<file path="config.mk">
export PLATFORM = sky130hd
export DESIGN_NAME = piecewise_linear_breakpoint_table_core
export DESIGN_NICKNAME = d
export VERILOG_FILES = /design/src/hw/rtl/plbt_pkg.sv /design/src/hw/rtl/plbt_cell.sv /design/src/hw/rtl/plbt_chain.sv /design/src/hw/rtl/piecewise_linear_breakpoint_table_core.sv
export SDC_FILE = /design/constraint.sdc
export NUM_CORES = 2
export LEC_CHECK = 0
export ABC_AREA = 0
export BUFFER_PORTS_ARGS = -buffer_cell sky130_fd_sc_hd__buf_2
export CORE_MARGIN = 5
export CORE_UTILIZATION = 54
export CTS_CLUSTER_DIAMETER = 30
export CTS_CLUSTER_SIZE = 14
export DETAILED_ROUTE_END_ITERATION = 10
export PLACE_DENSITY = 0.73
export SYNTH_ARGS = -nofsm -noshare
export SYNTH_HDL_FRONTEND = slang
export SYNTH_SLANG_ARGS = --single-unit
</file>
<file path="constraint.sdc">
create_clock -name aclk -period 12.8 [get_ports aclk]
set_input_delay 1.92 -clock aclk [delete_from_list [all_inputs] [get_ports aclk]]
set_output_delay 1.92 -clock aclk [all_outputs]
set_load 0.1 [all_outputs]
</file>
<file path="src/hw/rtl/plbt_pkg.sv">
package plbt_pkg;

    localparam int TABLE_DEPTH_DEF = 32;
    localparam int COORD_WIDTH_DEF = 16;
    localparam int Y_WIDTH         = 16;
    localparam int MODE_WIDTH      = 3;
    localparam int STATUS_WIDTH    = 3;

    localparam logic [MODE_WIDTH-1:0] MODE_EVAL   = 3'd0;
    localparam logic [MODE_WIDTH-1:0] MODE_INSERT = 3'd1;
    localparam logic [MODE_WIDTH-1:0] MODE_REMOVE = 3'd2;
    localparam logic [MODE_WIDTH-1:0] MODE_MOVE_X = 3'd3;
    localparam logic [MODE_WIDTH-1:0] MODE_SET_Y  = 3'd4;

    localparam logic [STATUS_WIDTH-1:0] STAT_OK        = 3'd0;
    localparam logic [STATUS_WIDTH-1:0] STAT_NOT_FOUND = 3'd1;
    localparam logic [STATUS_WIDTH-1:0] STAT_NO_ROOM   = 3'd2;
    localparam logic [STATUS_WIDTH-1:0] STAT_FULL      = 3'd3;
    localparam logic [STATUS_WIDTH-1:0] STAT_RANGE     = 3'd4;

    typedef enum logic [2:0] {
        ST_IDLE,
        ST_PASS,
        ST_TAIL,
        ST_MUL,
        ST_DIV,
        ST_OUT
    } state_t;

    // one step of the chain: shift left, and up to two writes at wa0 / wa1
    typedef struct packed {
        logic shift;
        logic we0;
        logic we1;
    } chain_ctl_t;

endpackage

</file>
<file path="src/hw/rtl/plbt_cell.sv">
module plbt_cell #(
    parameter int CW  = plbt_pkg::COORD_WIDTH_DEF,
    parameter int AW  = 6,
    parameter int IDX = 0
) (
    input  logic                              aclk,
    input  plbt_pkg::chain_ctl_t              ctl,
    input  logic [AW-1:0]                     wa0,
    input  logic [AW-1:0]                     wa1,
    input  logic signed [CW-1:0]              d0_x,
    input  logic signed [plbt_pkg::Y_WIDTH-1:0] d0_y,
    input  logic signed [CW-1:0]              d1_x,
    input  logic signed [plbt_pkg::Y_WIDTH-1:0] d1_y,
    input  logic signed [CW-1:0]              nb_x,
    input  logic signed [plbt_pkg::Y_WIDTH-1:0] nb_y,
    output logic signed [CW-1:0]              x_q,
    output logic signed [plbt_pkg::Y_WIDTH-1:0] y_q
);

    logic signed [CW-1:0]               x_reg, x_next;
    logic signed [plbt_pkg::Y_WIDTH-1:0] y_reg, y_next;

    always_comb begin
        x_next = x_reg;
        y_next = y_reg;
        if (ctl.we0 && wa0 == AW'(IDX)) begin
            x_next = d0_x;
            y_next = d0_y;
        end else if (ctl.we1 && wa1 == AW'(IDX)) begin
            x_next = d1_x;
            y_next = d1_y;
        end else if (ctl.shift) begin
            x_next = nb_x;
            y_next = nb_y;
        end
    end

    always_ff @(posedge aclk) begin
        x_reg <= x_next;
        y_reg <= y_next;
    end

    assign x_q = x_reg;
    assign y_q = y_reg;

endmodule

</file>
<file path="src/hw/rtl/plbt_chain.sv">
module plbt_chain #(
    parameter int DEPTH = plbt_pkg::TABLE_DEPTH_DEF,
    parameter int CW    = plbt_pkg::COORD_WIDTH_DEF,
    parameter int AW    = $clog2(DEPTH + 1)
) (
    input  logic                                aclk,
    input  plbt_pkg::chain_ctl_t                ctl,
    input  logic [AW-1:0]                       wa0,
    input  logic [AW-1:0]                       wa1,
    input  logic signed [CW-1:0]                d0_x,
    input  logic signed [plbt_pkg::Y_WIDTH-1:0] d0_y,
    input  logic signed [CW-1:0]                d1_x,
    input  logic signed [plbt_pkg::Y_WIDTH-1:0] d1_y,
    output logic signed [CW-1:0]                head_x,
    output logic signed [plbt_pkg::Y_WIDTH-1:0] head_y,
    output logic signed [CW-1:0]                next_x
);

    logic signed [CW-1:0]                cx [DEPTH+1];
    logic signed [plbt_pkg::Y_WIDTH-1:0] cy [DEPTH+1];

    // nothing shifts in behind the last cell
    assign cx[DEPTH] = '0;
    assign cy[DEPTH] = '0;

    for (genvar i = 0; i < DEPTH; i++) begin : g_cell
        plbt_cell #(.CW(CW), .AW(AW), .IDX(i)) u_cell (
            .aclk (aclk),
            .ctl  (ctl),
            .wa0  (wa0),
            .wa1  (wa1),
            .d0_x (d0_x),
            .d0_y (d0_y),
            .d1_x (d1_x),
            .d1_y (d1_y),
            .nb_x (cx[i+1]),
            .nb_y (cy[i+1]),
            .x_q  (cx[i]),
            .y_q  (cy[i])
        );
    end

    assign head_x = cx[0];
    assign head_y = cy[0];
    assign next_x = cx[1];

endmodule

</file>
<file path="src/hw/rtl/piecewise_linear_breakpoint_table_core.sv">
// A request walks the table once through the cell chain, one vertex a cycle, before its
// result is loaded; an insert at the tail also appends the vertex after the walk, and an
// unused mode or an insert into a full table skips the walk. Interpolating evaluates
// add a multiply step and a restoring divider over the product width before the load.
// One request at a time: the next is taken the cycle after the result is loaded.
// Synchronous active-low reset empties the table.
module piecewise_linear_breakpoint_table_core #(
    parameter int TABLE_DEPTH = plbt_pkg::TABLE_DEPTH_DEF,
    parameter int COORD_WIDTH = plbt_pkg::COORD_WIDTH_DEF
) (
    input  logic                                   aclk,
    input  logic                                   aresetn,
    input  logic                                   s_valid,
    output logic                                   s_ready,
    input  logic [plbt_pkg::MODE_WIDTH-1:0]        s_mode,
    input  logic signed [COORD_WIDTH-1:0]          s_x,
    input  logic signed [plbt_pkg::Y_WIDTH-1:0]    s_y,
    input  logic signed [COORD_WIDTH-1:0]          s_new_x,
    input  logic signed [plbt_pkg::Y_WIDTH-1:0]    s_new_y,
    output logic                                   m_valid,
    input  logic                                   m_ready,
    output logic signed [plbt_pkg::Y_WIDTH-1:0]    m_value,
    output logic [plbt_pkg::STATUS_WIDTH-1:0]      m_status,
    output logic [$clog2(TABLE_DEPTH+1)-1:0]       m_vertex_count
);

    localparam int CW = COORD_WIDTH;
    localparam int YW = plbt_pkg::Y_WIDTH;
    localparam int AW = $clog2(TABLE_DEPTH + 1);
    localparam int PW = CW + 1 + YW + 1;         // product width
    localparam int DCW = $clog2(PW + 1);

    plbt_pkg::state_t state_reg, state_next;

    logic [plbt_pkg::MODE_WIDTH-1:0] mode_reg, mode_next;
    logic signed [CW-1:0] qx_reg, qx_next, nx_reg, nx_next;
    logic signed [YW-1:0] qy_reg, qy_next, ny_reg, ny_next;
    logic [AW-1:0] cnt_reg, cnt_next, old_reg, old_next, k_reg, k_next;
    logic done_reg, done_next, interp_reg, interp_next;
    logic [plbt_pkg::STATUS_WIDTH-1:0] st_reg, st_next;
    logic signed [YW-1:0] val_reg, val_next;
    logic signed [CW-1:0] px_reg, px_next, x0_reg, x0_next, x1_reg, x1_next;
    logic signed [YW-1:0] py_reg, py_next, y0_reg, y0_next, y1_reg, y1_next;
    logic [PW-1:0] quo_reg, quo_next;
    logic [CW+1:0] rem_reg, rem_next;
    logic [CW:0] den_reg, den_next;
    logic neg_reg, neg_next;
    logic [DCW-1:0] dcnt_reg, dcnt_next;
    logic m_valid_reg, m_valid_next;
    logic signed [YW-1:0] m_value_reg, m_value_next;
    logic [plbt_pkg::STATUS_WIDTH-1:0] m_status_reg, m_status_next;
    logic [AW-1:0] m_count_reg, m_count_next;

    plbt_pkg::chain_ctl_t ctl;
    logic [AW-1:0] wa0, wa1;
    logic signed [CW-1:0] d0_x, d1_x, head_x, next_x;
    logic signed [YW-1:0] d0_y, d1_y, head_y;

    plbt_chain #(.DEPTH(TABLE_DEPTH), .CW(CW), .AW(AW)) u_chain (
        .aclk   (aclk),
        .ctl    (ctl),
        .wa0    (wa0),
        .wa1    (wa1),
        .d0_x   (d0_x),
        .d0_y   (d0_y),
        .d1_x   (d1_x),
        .d1_y   (d1_y),
        .head_x (head_x),
        .head_y (head_y),
        .next_x (next_x)
    );

    logic signed [CW:0] hx_e, nxx_e, px_e, qx_e, t_e;
    logic first, has_next, last, match_x, match_xy;
    logic signed [PW-1:0] prod;
    logic [PW-1:0] prod_mag;
    logic [CW+1:0] r_try;
    logic q_bit;
    logic signed [YW+1:0] sum;
    logic [PW-1:0] q_res;

    always_comb begin
        hx_e     = {head_x[CW-1], head_x};
        nxx_e    = {next_x[CW-1], next_x};
        px_e     = {px_reg[CW-1], px_reg};
        qx_e     = {qx_reg[CW-1], qx_reg};
        first    = (k_reg == '0);
        has_next = ({1'b0, k_reg} + (AW+1)'(1)) < {1'b0, old_reg};
        last     = ({1'b0, k_reg} + (AW+1)'(1)) == {1'b0, old_reg};
        match_x  = (head_x == qx_reg);
        match_xy = match_x && (qy_reg[YW-1] || head_y == qy_reg);
        prod     = $signed({qx_e - {x0_reg[CW-1], x0_reg}})
                 * $signed({y1_reg[YW-1], y1_reg} - {y0_reg[YW-1], y0_reg});
        prod_mag = prod[PW-1] ? PW'(-prod) : PW'(prod);
        r_try    = {rem_reg[CW:0], quo_reg[PW-1]};
        q_bit    = (r_try >= {1'b0, den_reg});
        q_res    = neg_reg ? PW'(-$signed(quo_reg)) : quo_reg;
        sum      = {{2{y0_reg[YW-1]}}, y0_reg} + $signed(q_res[YW+1:0]);
        t_e      = {nx_reg[CW-1], nx_reg};
        if (!first && t_e < px_e + (CW+1)'(1)) begin
            t_e = px_e + (CW+1)'(1);
        end
        if (has_next && t_e > nxx_e - (CW+1)'(1)) begin
            t_e = nxx_e - (CW+1)'(1);
        end
    end

    always_comb begin
        state_next   = state_reg;
        mode_next    = mode_reg;
        qx_next      = qx_reg;
        qy_next      = qy_reg;
        nx_next      = nx_reg;
        ny_next      = ny_reg;
        cnt_next     = cnt_reg;
        old_next     = old_reg;
        k_next       = k_reg;
        done_next    = done_reg;
        interp_next  = interp_reg;
        st_next      = st_reg;
        val_next     = val_reg;
        px_next      = px_reg;
        py_next      = py_reg;
        x0_next      = x0_reg;
        y0_next      = y0_reg;
        x1_next      = x1_reg;
        y1_next      = y1_reg;
        quo_next     = quo_reg;
        rem_next     = rem_reg;
        den_next     = den_reg;
        neg_next     = neg_reg;
        dcnt_next    = dcnt_reg;
        m_valid_next = m_valid_reg;
        m_value_next = m_value_reg;
        m_status_next = m_status_reg;
        m_count_next = m_count_reg;
        ctl          = '0;
        wa0          = cnt_reg - AW'(1);
        wa1          = cnt_reg;
        d0_x         = head_x;
        d0_y         = head_y;
        d1_x         = head_x;
        d1_y         = head_y;
        s_ready      = (state_reg == plbt_pkg::ST_IDLE);

        if (m_valid_reg && m_ready) begin
            m_valid_next = 1'b0;
        end

        unique case (state_reg)
            plbt_pkg::ST_IDLE: begin
                if (s_valid) begin
                    mode_next   = s_mode;
                    qx_next     = s_x;
                    qy_next     = s_y;
                    nx_next     = s_new_x;
                    ny_next     = s_new_y;
                    old_next    = cnt_reg;
                    k_next      = '0;
                    done_next   = 1'b0;
                    interp_next = 1'b0;
                    st_next     = plbt_pkg::STAT_OK;
                    val_next    = '0;
                    if (s_mode > plbt_pkg::MODE_SET_Y) begin
                        state_next = plbt_pkg::ST_OUT;
                    end else if (s_mode == plbt_pkg::MODE_INSERT
                                 && {1'b0, cnt_reg} >= (AW+1)'(TABLE_DEPTH)) begin
                        st_next    = plbt_pkg::STAT_FULL;
                        state_next = plbt_pkg::ST_OUT;
                    end else if (cnt_reg == '0) begin
                        if (s_mode == plbt_pkg::MODE_INSERT) begin
                            state_next = plbt_pkg::ST_TAIL;
                        end else begin
                            st_next = (s_mode == plbt_pkg::MODE_EVAL)
                                    ? plbt_pkg::STAT_RANGE : plbt_pkg::STAT_NOT_FOUND;
                            state_next = plbt_pkg::ST_OUT;
                        end
                    end else begin
                        state_next = plbt_pkg::ST_PASS;
                    end
                end
            end

            plbt_pkg::ST_PASS: begin
                // pop the head vertex, append what follows from it at the tail
                ctl.shift = 1'b1;
                ctl.we0   = 1'b1;
                cnt_next  = cnt_reg;
                px_next   = head_x;
                py_next   = head_y;
                if (!done_reg) begin
                    case (mode_reg)
                        plbt_pkg::MODE_EVAL: begin
                            if (match_x) begin
                                val_next  = head_y;
                                done_next = 1'b1;
                            end else if (head_x > qx_reg) begin
                                done_next = 1'b1;
                                if (first) begin
                                    st_next = plbt_pkg::STAT_RANGE;
                                end else begin
                                    interp_next = 1'b1;
                                    x0_next = px_reg;
                                    y0_next = py_reg;
                                    x1_next = head_x;
                                    y1_next = head_y;
                                end
                            end
                        end
                        plbt_pkg::MODE_INSERT: begin
                            if (match_x) begin
                                done_next = 1'b1;
                                if (qx_reg != {1'b1, {(CW-1){1'b0}}}
                                    && (first || px_e < qx_e - (CW+1)'(1))) begin
                                    ctl.we1  = 1'b1;
                                    d0_x     = qx_reg - CW'(1);
                                    d0_y     = qy_reg;
                                    cnt_next = cnt_reg + AW'(1);
                                end else if (qx_reg != {1'b0, {(CW-1){1'b1}}}
                                    && (!has_next || nxx_e > qx_e + (CW+1)'(1))) begin
                                    ctl.we1  = 1'b1;
                                    d1_x     = qx_reg + CW'(1);
                                    d1_y     = qy_reg;
                                    cnt_next = cnt_reg + AW'(1);
                                end else begin
                                    st_next = plbt_pkg::STAT_NO_ROOM;
                                end
                            end else if (head_x > qx_reg) begin
                                done_next = 1'b1;
                                ctl.we1   = 1'b1;
                                d0_x      = qx_reg;
                                d0_y      = qy_reg;
                                cnt_next  = cnt_reg + AW'(1);
                            end
                        end
                        plbt_pkg::MODE_REMOVE: begin
                            if (match_xy) begin
                                done_next = 1'b1;
                                ctl.we0   = 1'b0;
                                cnt_next  = cnt_reg - AW'(1);
                            end
                        end
                        plbt_pkg::MODE_MOVE_X: begin
                            if (match_x) begin
                                done_next = 1'b1;
                                d0_x      = t_e[CW-1:0];
                            end
                        end
                        default: begin
                            if (match_xy) begin
                                done_next = 1'b1;
                                d0_y      = ny_reg;
                            end
                        end
                    endcase
                end
                k_next = k_reg + AW'(1);
                if (last) begin
                    if (done_reg || done_next) begin
                        state_next = (interp_next) ? plbt_pkg::ST_MUL : plbt_pkg::ST_OUT;
                    end else if (mode_reg == plbt_pkg::MODE_INSERT) begin
                        state_next = plbt_pkg::ST_TAIL;
                    end else begin
                        st_next = (mode_reg == plbt_pkg::MODE_EVAL)
                                ? plbt_pkg::STAT_RANGE : plbt_pkg::STAT_NOT_FOUND;
                        state_next = plbt_pkg::ST_OUT;
                    end
                end
            end

            plbt_pkg::ST_TAIL: begin
                ctl.we0    = 1'b1;
                wa0        = cnt_reg;
                d0_x       = qx_reg;
                d0_y       = qy_reg;
                cnt_next   = cnt_reg + AW'(1);
                state_next = plbt_pkg::ST_OUT;
            end

            plbt_pkg::ST_MUL: begin
                quo_next   = prod_mag;
                neg_next   = prod[PW-1];
                rem_next   = '0;
                den_next   = (CW+1)'({x1_reg[CW-1], x1_reg} - {x0_reg[CW-1], x0_reg});
                dcnt_next  = '0;
                state_next = plbt_pkg::ST_DIV;
            end

            plbt_pkg::ST_DIV: begin
                if (dcnt_reg == DCW'(PW)) begin
                    val_next   = sum[YW-1:0];
                    state_next = plbt_pkg::ST_OUT;
                end else begin
                    rem_next  = q_bit ? (r_try - {1'b0, den_reg}) : r_try;
                    quo_next  = {quo_reg[PW-2:0], q_bit};
                    dcnt_next = dcnt_reg + DCW'(1);
                end
            end

            plbt_pkg::ST_OUT: begin
                if (!m_valid_reg || m_ready) begin
                    m_valid_next  = 1'b1;
                    m_value_next  = (st_reg == plbt_pkg::STAT_OK) ? val_reg : '0;
                    m_status_next = st_reg;
                    m_count_next  = cnt_reg;
                    state_next    = plbt_pkg::ST_IDLE;
                end
            end

            default: state_next = plbt_pkg::ST_IDLE;
        endcase
    end

    always_ff @(posedge aclk) begin
        if (!aresetn) begin
            state_reg   <= plbt_pkg::ST_IDLE;
            cnt_reg     <= '0;
            m_valid_reg <= 1'b0;
        end else begin
            state_reg   <= state_next;
            cnt_reg     <= cnt_next;
            m_valid_reg <= m_valid_next;
        end
    end

    always_ff @(posedge aclk) begin
        mode_reg     <= mode_next;
        qx_reg       <= qx_next;
        qy_reg       <= qy_next;
        nx_reg       <= nx_next;
        ny_reg       <= ny_next;
        old_reg      <= old_next;
        k_reg        <= k_next;
        done_reg     <= done_next;
        interp_reg   <= interp_next;
        st_reg       <= st_next;
        val_reg      <= val_next;
        px_reg       <= px_next;
        py_reg       <= py_next;
        x0_reg       <= x0_next;
        y0_reg       <= y0_next;
        x1_reg       <= x1_next;
        y1_reg       <= y1_next;
        quo_reg      <= quo_next;
        rem_reg      <= rem_next;
        den_reg      <= den_next;
        neg_reg      <= neg_next;
        dcnt_reg     <= dcnt_next;
        m_value_reg  <= m_value_next;
        m_status_reg <= m_status_next;
        m_count_reg  <= m_count_next;
    end

    assign m_valid        = m_valid_reg;
    assign m_value        = m_value_reg;
    assign m_status       = m_status_reg;
    assign m_vertex_count = m_count_reg;

endmodule

</file>
# Yosys cells after proc, flatten, opt, wreduce, memory -nomap -nowiden
# Index checks and enable logic that the tools add are counted.
[word_totals] output_inout_bits=27 ff_bits=1330 word_cells=649
[classes] n_eq_ne=89 n_lt_le_gt_ge=9 reduce_logical=132 mux=305 n_mul=1 addsub=18 n_bitwise=3
[ops] op="16-bit 2-to-1 mux" count=220
[ops] op="6-bit by 5-bit == test with 1-bit output (second input constant)" count=32
[ops] op="16-bit case mux with 2 select lines" count=4
[ops] op="3-bit nonzero test" count=33
[ops] op="6-bit by 4-bit == test with 1-bit output (second input constant)" count=16
[ops] op="3-bit 2-to-1 mux" count=28
[ops] op="1-bit logical AND" count=71
[ops] op="34-bit 2-to-1 mux" count=2
[ops] op="34-bit case mux with 2 select lines" count=1
[ops] op="6-bit 2-to-1 mux" count=9
[ops] op="17-bit 2-to-1 mux" count=3
[ops] op="16-bit by 16-bit subtractor with 17-bit output" count=3
[ops] op="6-bit by 3-bit == test with 1-bit output (second input constant)" count=8
[ops] op="16-bit case mux with 3 select lines" count=1
[ops] op="6-bit case mux with 2 select lines" count=4
[ops] op="16-bit by 2-bit adder with 17-bit output (second input constant)" count=2
[ops] op="16-bit by 17-bit < comparator with 1-bit output" count=2
[ops] op="17-bit by 17-bit multiplier with 34-bit output" count=1
[ops] op="34-bit negator" count=1
[ops] op="17-bit case mux with 2 select lines" count=1
[ops] op="16-bit by 2-bit subtractor with 17-bit output (second input constant)" count=2
[ops] op="16-bit == test" count=2
[ops] op="6-bit by 2-bit == test with 1-bit output (second input constant)" count=4
[ops] op="1-bit 2-to-1 mux" count=24
[ops] op="43 further kinds" count=83

# Longest topological paths before layout
[logic_depth] ltp_word=14 depth_mapped=42 mapped_depth_nobuf=40

# Hierarchy
# From an unflattened synthesis, not the netlist that was laid out.
[hier_totals] hier_cells=9746 area_unflattened_um2=93632.3
[by_module_without_submodules] mod="piecewise_linear_breakpoint_table_core" seq_area_each_um2=9088.7 instances=1 cells_per_inst=3443 area_per_inst_um2=32469.9
[by_module_without_submodules] mod="plbt_cell at u_chain.g_cell[11].u_cell ..." seq_area_each_um2=960.9 instances=6 cells_per_inst=197 area_per_inst_um2=1915.6
[by_module_without_submodules] mod="plbt_cell at u_chain.g_cell[10].u_cell ..." seq_area_each_um2=960.9 instances=5 cells_per_inst=198 area_per_inst_um2=1920.6
[by_module_without_submodules] mod="plbt_cell at u_chain.g_cell[21].u_cell ..." seq_area_each_um2=960.9 instances=5 cells_per_inst=197 area_per_inst_um2=1888.1
[by_module_without_submodules] mod="plbt_cell at u_chain.g_cell[23].u_cell ..." seq_area_each_um2=960.9 instances=4 cells_per_inst=196 area_per_inst_um2=1935.6
[by_module_without_submodules] mod="plbt_cell at u_chain.g_cell[20].u_cell ..." seq_area_each_um2=960.9 instances=2 cells_per_inst=196 area_per_inst_um2=1930.6
[by_module_without_submodules] mod="plbt_cell at u_chain.g_cell[17].u_cell ..." seq_area_each_um2=960.9 instances=2 cells_per_inst=197 area_per_inst_um2=1913.1
[by_module_without_submodules] mod="plbt_cell at u_chain.g_cell[1].u_cell ..." seq_area_each_um2=960.9 instances=2 cells_per_inst=197 area_per_inst_um2=1890.6
[by_module_without_submodules] mod="plbt_cell at u_chain.g_cell[15].u_cell" seq_area_each_um2=960.9 instances=1 cells_per_inst=197 area_per_inst_um2=1924.3
[by_module_without_submodules] mod="plbt_cell at u_chain.g_cell[31].u_cell" seq_area_each_um2=960.9 instances=1 cells_per_inst=196 area_per_inst_um2=1916.8
[by_module_without_submodules] mod="plbt_cell at u_chain.g_cell[16].u_cell" seq_area_each_um2=960.9 instances=1 cells_per_inst=197 area_per_inst_um2=1914.3
[by_module_without_submodules] mod="plbt_cell at u_chain.g_cell[19].u_cell" seq_area_each_um2=960.9 instances=1 cells_per_inst=197 area_per_inst_um2=1893.1
[by_module_without_submodules] mod="plbt_cell at u_chain.g_cell[3].u_cell" seq_area_each_um2=960.9 instances=1 cells_per_inst=197 area_per_inst_um2=1885.6
[by_module_without_submodules] mod="plbt_cell at u_chain.g_cell[0].u_cell" seq_area_each_um2=960.9 instances=1 cells_per_inst=197 area_per_inst_um2=1876.8
[by_module_without_submodules] mod="plbt_chain" seq_area_each_um2=0.0 instances=1 cells_per_inst=1 area_per_inst_um2=3.8

# Worst setup path before layout
# No wires, ideal clock.
[synth_timing] kind="reg-to-reg" from="register qx_reg[0]" to="register quo_reg[32] (data pin)" required_time_ns=12.529 arrival_ns=9.479 setup_ns=0.271 path_stages_with_launch=41 period_less_slack_ns=9.750 slack_ns=3.050 path_cell_list="edfxtp_1 inv_1 ha_1 inv_1 fa_1 a21o_1 a21oi_1 o21bai_1 a211oi_1 nor3_1 nor2_1 a211oi_1 o21a_1 or2_2 xor2_1 clkbuf_1 nand2_1 fa_1 [... 5 more ...] fa_1 fa_1 inv_1 fa_1 inv_1 ha_1 buf_6 o21a_1 o2111ai_2 o2bb2ai_2 or4b_1 a311oi_1 o211ai_1 a211oi_2 nand3_1 o31ai_4 xnor2_1 a21oi_1"
[synth_via] elab_chain_len=5
[synth_lines] item="start: declaration" line_no="piecewise_linear_breakpoint_table_core.sv:36" rtl="logic signed [CW-1:0] qx_reg, qx_next, nx_reg, nx_next;"
[synth_lines] item="start signal: assignment" line_no="piecewise_linear_breakpoint_table_core.sv:328" rtl="qx_reg <= qx_next;"
[synth_lines] item="16-bit by 16-bit subtractor with 17-bit output (*)" line_no="piecewise_linear_breakpoint_table_core.sv:92" rtl="prod = $signed({qx_e - {x0_reg[CW-1], x0_reg}})"
[synth_lines] item="17-bit by 17-bit multiplier with 34-bit output (*)" line_no="piecewise_linear_breakpoint_table_core.sv:93" rtl="* $signed({y1_reg[YW-1], y1_reg} - {y0_reg[YW-1], y0_reg});"
[synth_lines] item="34-bit negator" line_no="piecewise_linear_breakpoint_table_core.sv:94" rtl="prod_mag = prod[PW-1] ? PW'(-prod) : PW'(prod);"
[synth_lines] item="34-bit 2-to-1 mux (*)" line_no="piecewise_linear_breakpoint_table_core.sv:94"
[synth_lines] item="34-bit case mux with 2 select lines (*)" line_no="piecewise_linear_breakpoint_table_core.sv:150" rtl="unique case (state_reg)"
[synth_lines] item="net quo_next[32]" line_no="piecewise_linear_breakpoint_table_core.sv:44" rtl="logic [PW-1:0] quo_reg, quo_next;"
[synth_lines] item="end signal: assignment" line_no="piecewise_linear_breakpoint_table_core.sv:344" rtl="quo_reg <= quo_next;"
[synth_lines] item="end: declaration" line_no="piecewise_linear_breakpoint_table_core.sv:44"
# The timed path passes the listed nets; every way through them passes the cells marked *.
# A chain may end at the register's enable or synchronous reset.

# Final worst setup path
[layout_timing] from="register qx_reg[0]" to="register quo_reg[17] (data pin)"
# Same word-level chain as after synthesis.

==> run summary <==
Footprint of the multi-input gates: 38,840 µm²
Top Layer Used: met4
Least-Margin Pin Slew: 1360 ps
Area share of the largest cell type after synthesis: 47.79%
HP Class: flop to flop
Share of layout cells above drive strength 1: 10.52%
Syn Area/Cell: 9.759 µm²
Crit-path max FO: 20
Clock Latency Late Sink: 910 ps
Status: complete, no violations
FF-to-FF Start: qx_reg[0]$_DFFE_PP_
Wl on met1: 99,710 µm
Fmax: 0.08357 GHz
Final min period: 11,970 ps
Syn-to-layout area delta: 14.07%
Nets: 9,030
Crit-path slowest cell: fa_1
CTS tree: built
HP Start: py_reg[14]$_DFFE_PP_
WP data arrival: 12,550 ps
Post-DP HPWL: 175,200 µm
Dominant cells by area after synthesis: edfxtp_1 (48%), fa_1 (7.3%), nor2_1 (6.0%)
# setup viols final: 0
WP data required: 13,390 ps
Via count of the first global-routing pass: 66,500
WL/cell: 25.46 µm
Post-synth top cells: nor2_1 (1,334), edfxtp_1 (1,320), nand2_1 (695)
Final Cycle Share: 93.49%
Max Cap Viol: 0
Total CTS buffers: 281
Fin Setup TNS: 0 ps
Dominant synthesized flop cell: edfxtp_1
Via count: 69,190
Die Wd: 401.9 µm
Number of vias per cell: 6.512
Cell count after synthesis: 8,499
Initial DRC count: 9,600
Synth warn: 0
Critical path class: flop to flop
Total global-route track usage: 32.34%
Synthesized area: 82,940 µm²
R2R Path End: quo_reg[17]$_DFFE_PP_
Flops & latches, synth: 1,330
Die area: 161,500 µm²
Syn Nets: 9,140
Post-route ant nets: 0
Min-Delay Path Depth: 0
Core Rows: 143
Post-synth top area cell: edfxtp_1
Final hold violation count: 0
CTS sink cnt: 1,330
Crit. End Element: flop
Worst-case clock buffer depth: 4
Gr ovfl total: 0
Initial Util: 54.47%
Count leader, synth: nor2_1
Final Max Slew Viols: 0
DIE HEIGHT: 401.9 µm
First-pass GRT wire length: 404,600 µm
RSZ-0062 raised after global routing: false
Hold endpoint: y0_reg[14]$_DFFE_PP_
Initial antenna violation count: 6
Seq/Total Area, Yosys: 48.03%
Post-synth EDFFs: 1,320
Total Routed Length: 270,400 µm
Largest net degree at the start of global routing: 83
I/O Buffers: 97
R2R setup slack: 830 ps
Most common cell on crit path: fa_1
Total area of sequential cells: 39,840 µm²
Max incr delay on CP: 720 ps
Worst Skew: 71.99 ps
Root Buffer: clkbuf_16
Critical Path Source Type: flop
H-Tree Level Count: 5
Post-CTS setup buffers: 0
DR pass1 iterations: 10
Fillers: 11,940
# IOs: 98
Worst Reg-to-Reg Cells: 36
Ys async rst share: 0%
CORE AREA: 152,300 µm²
Routed met3 length: 31,150 µm
Resized Gates After CTS: 0
Gpl congestion: 0.9782
# DRC: 0
Clock Pin Slew Worst Setup and Hold Paths: 50 ps
Hold-fix buffers, CTS: 0
Post-synth cell types: 87
Slew HR: 8.976%
Routed wire length on met2: 122,400 µm
==> worst max-delay path by stage <==
stage,startpoint,end,slack (ps)
6_report,qx_reg[0]$_DFFE_PP_,quo_reg[17]$_DFFE_PP_,830
5_1_grt,qx_reg[0]$_DFFE_PP_,quo_reg[24]$_DFFE_PP_,190
4_1_cts,qx_reg[0]$_DFFE_PP_,quo_reg[28]$_DFFE_PP_,910
3_5_place_dp,qx_reg[0]$_DFFE_PP_,quo_reg[28]$_DFFE_PP_,940
3_3_place_gp,qx_reg[0]$_DFFE_PP_,quo_reg[17]$_DFFE_PP_,1300
2_1_floorplan,qx_reg[0]$_DFFE_PP_,quo_reg[32]$_DFFE_PP_,3050
==> area by class of cell <==
class / count / share of cell area [%]
Timing Repair Buffer: 330 / 2.383
Tap cell: 2030 / 2.685
Clock inverter: 174 / 1.997
Antenna cell: 4 / 0.01058
Sequential cell: 1330 / 42.11
Inverter: 504 / 2.000
Multi-Input combinational cell: 5942 / 41.06
Clock buffer: 310 / 7.760
==> cells by family (layout without fill, tap and decap cells) <==
kind of cell	Yosys count	count (layout)	synth area share, %
AND/OR/NAND/NOR	2570	2570	13.08
AO/OA/AOI/OAI	2479	2479	18.05
flip-flops	1330	1330	48.03
buffers and inverters	1227	1318	5.926
adder cells (fa/ha/maj)	570	570	11.32
XOR/XNOR	232	232	2.459
multiplexers	91	91	1.127
other	0	4	0
==> worst max-delay path, delay by kind of cell (launching register included) <==
kind                       cells  cell delay (ps)
adders and majority gates      9             4300
AOI/OAI and AO/OA             14             3420
and+or+nand+nor                6             1450
buffers and inverters          5             1230
xor gates and xnor gates       2              800
DFF                            1              490
==> per-layer routing <==
metal / GRT usage, % / vias to the layer above
met3: 7.578 / 1015
li1: - / 30350
met2: 50.85 / 4706
met5: 0 / -
met4: 17.82 / 0
met1: 41.59 / 33120
==> placed cells by master, fill, tap and decap left out, drive strengths merged, types with 42 or more instances in the layout <==
master and n:
and3 57, o22ai 598, xor2 83, nor2 1336
fa 301, a211oi 304, xnor2 149, inv 532
and2 54, a21oi 494, ha 269, edfxtp 1320
o21ai 685, clkbuf 310, mux2i 72, a31oi 164
nor2b 60, buf 330, nor3 98, nand3 105
a21o 42, clkinv 81, nand2 695
==> metrics by stage <==
stage | hold WS, ps | util [%] | instance area, µm² | worst slack [ps] | cells
final | 395.8 | 62.14 | 94610 | 833.3 | 10620
after global routing | 402.1 | 62.13 | 94600 | 186.9 | 10620
after CTS | 396.1 | 62.10 | 94550 | 906.9 | 10620
after detailed placement | 404.5 | 56.03 | 85320 | 941.2 | 10130
after global placement | 401.3 | 56.03 | 85320 | 1296 | 10130
after floorplan | 400.3 | - | 82940 | 3050 | 8499
Power is left out: the tool's default activity adds up to more than one toggle a clock period on the data nets, which glitch-free logic cannot reach.
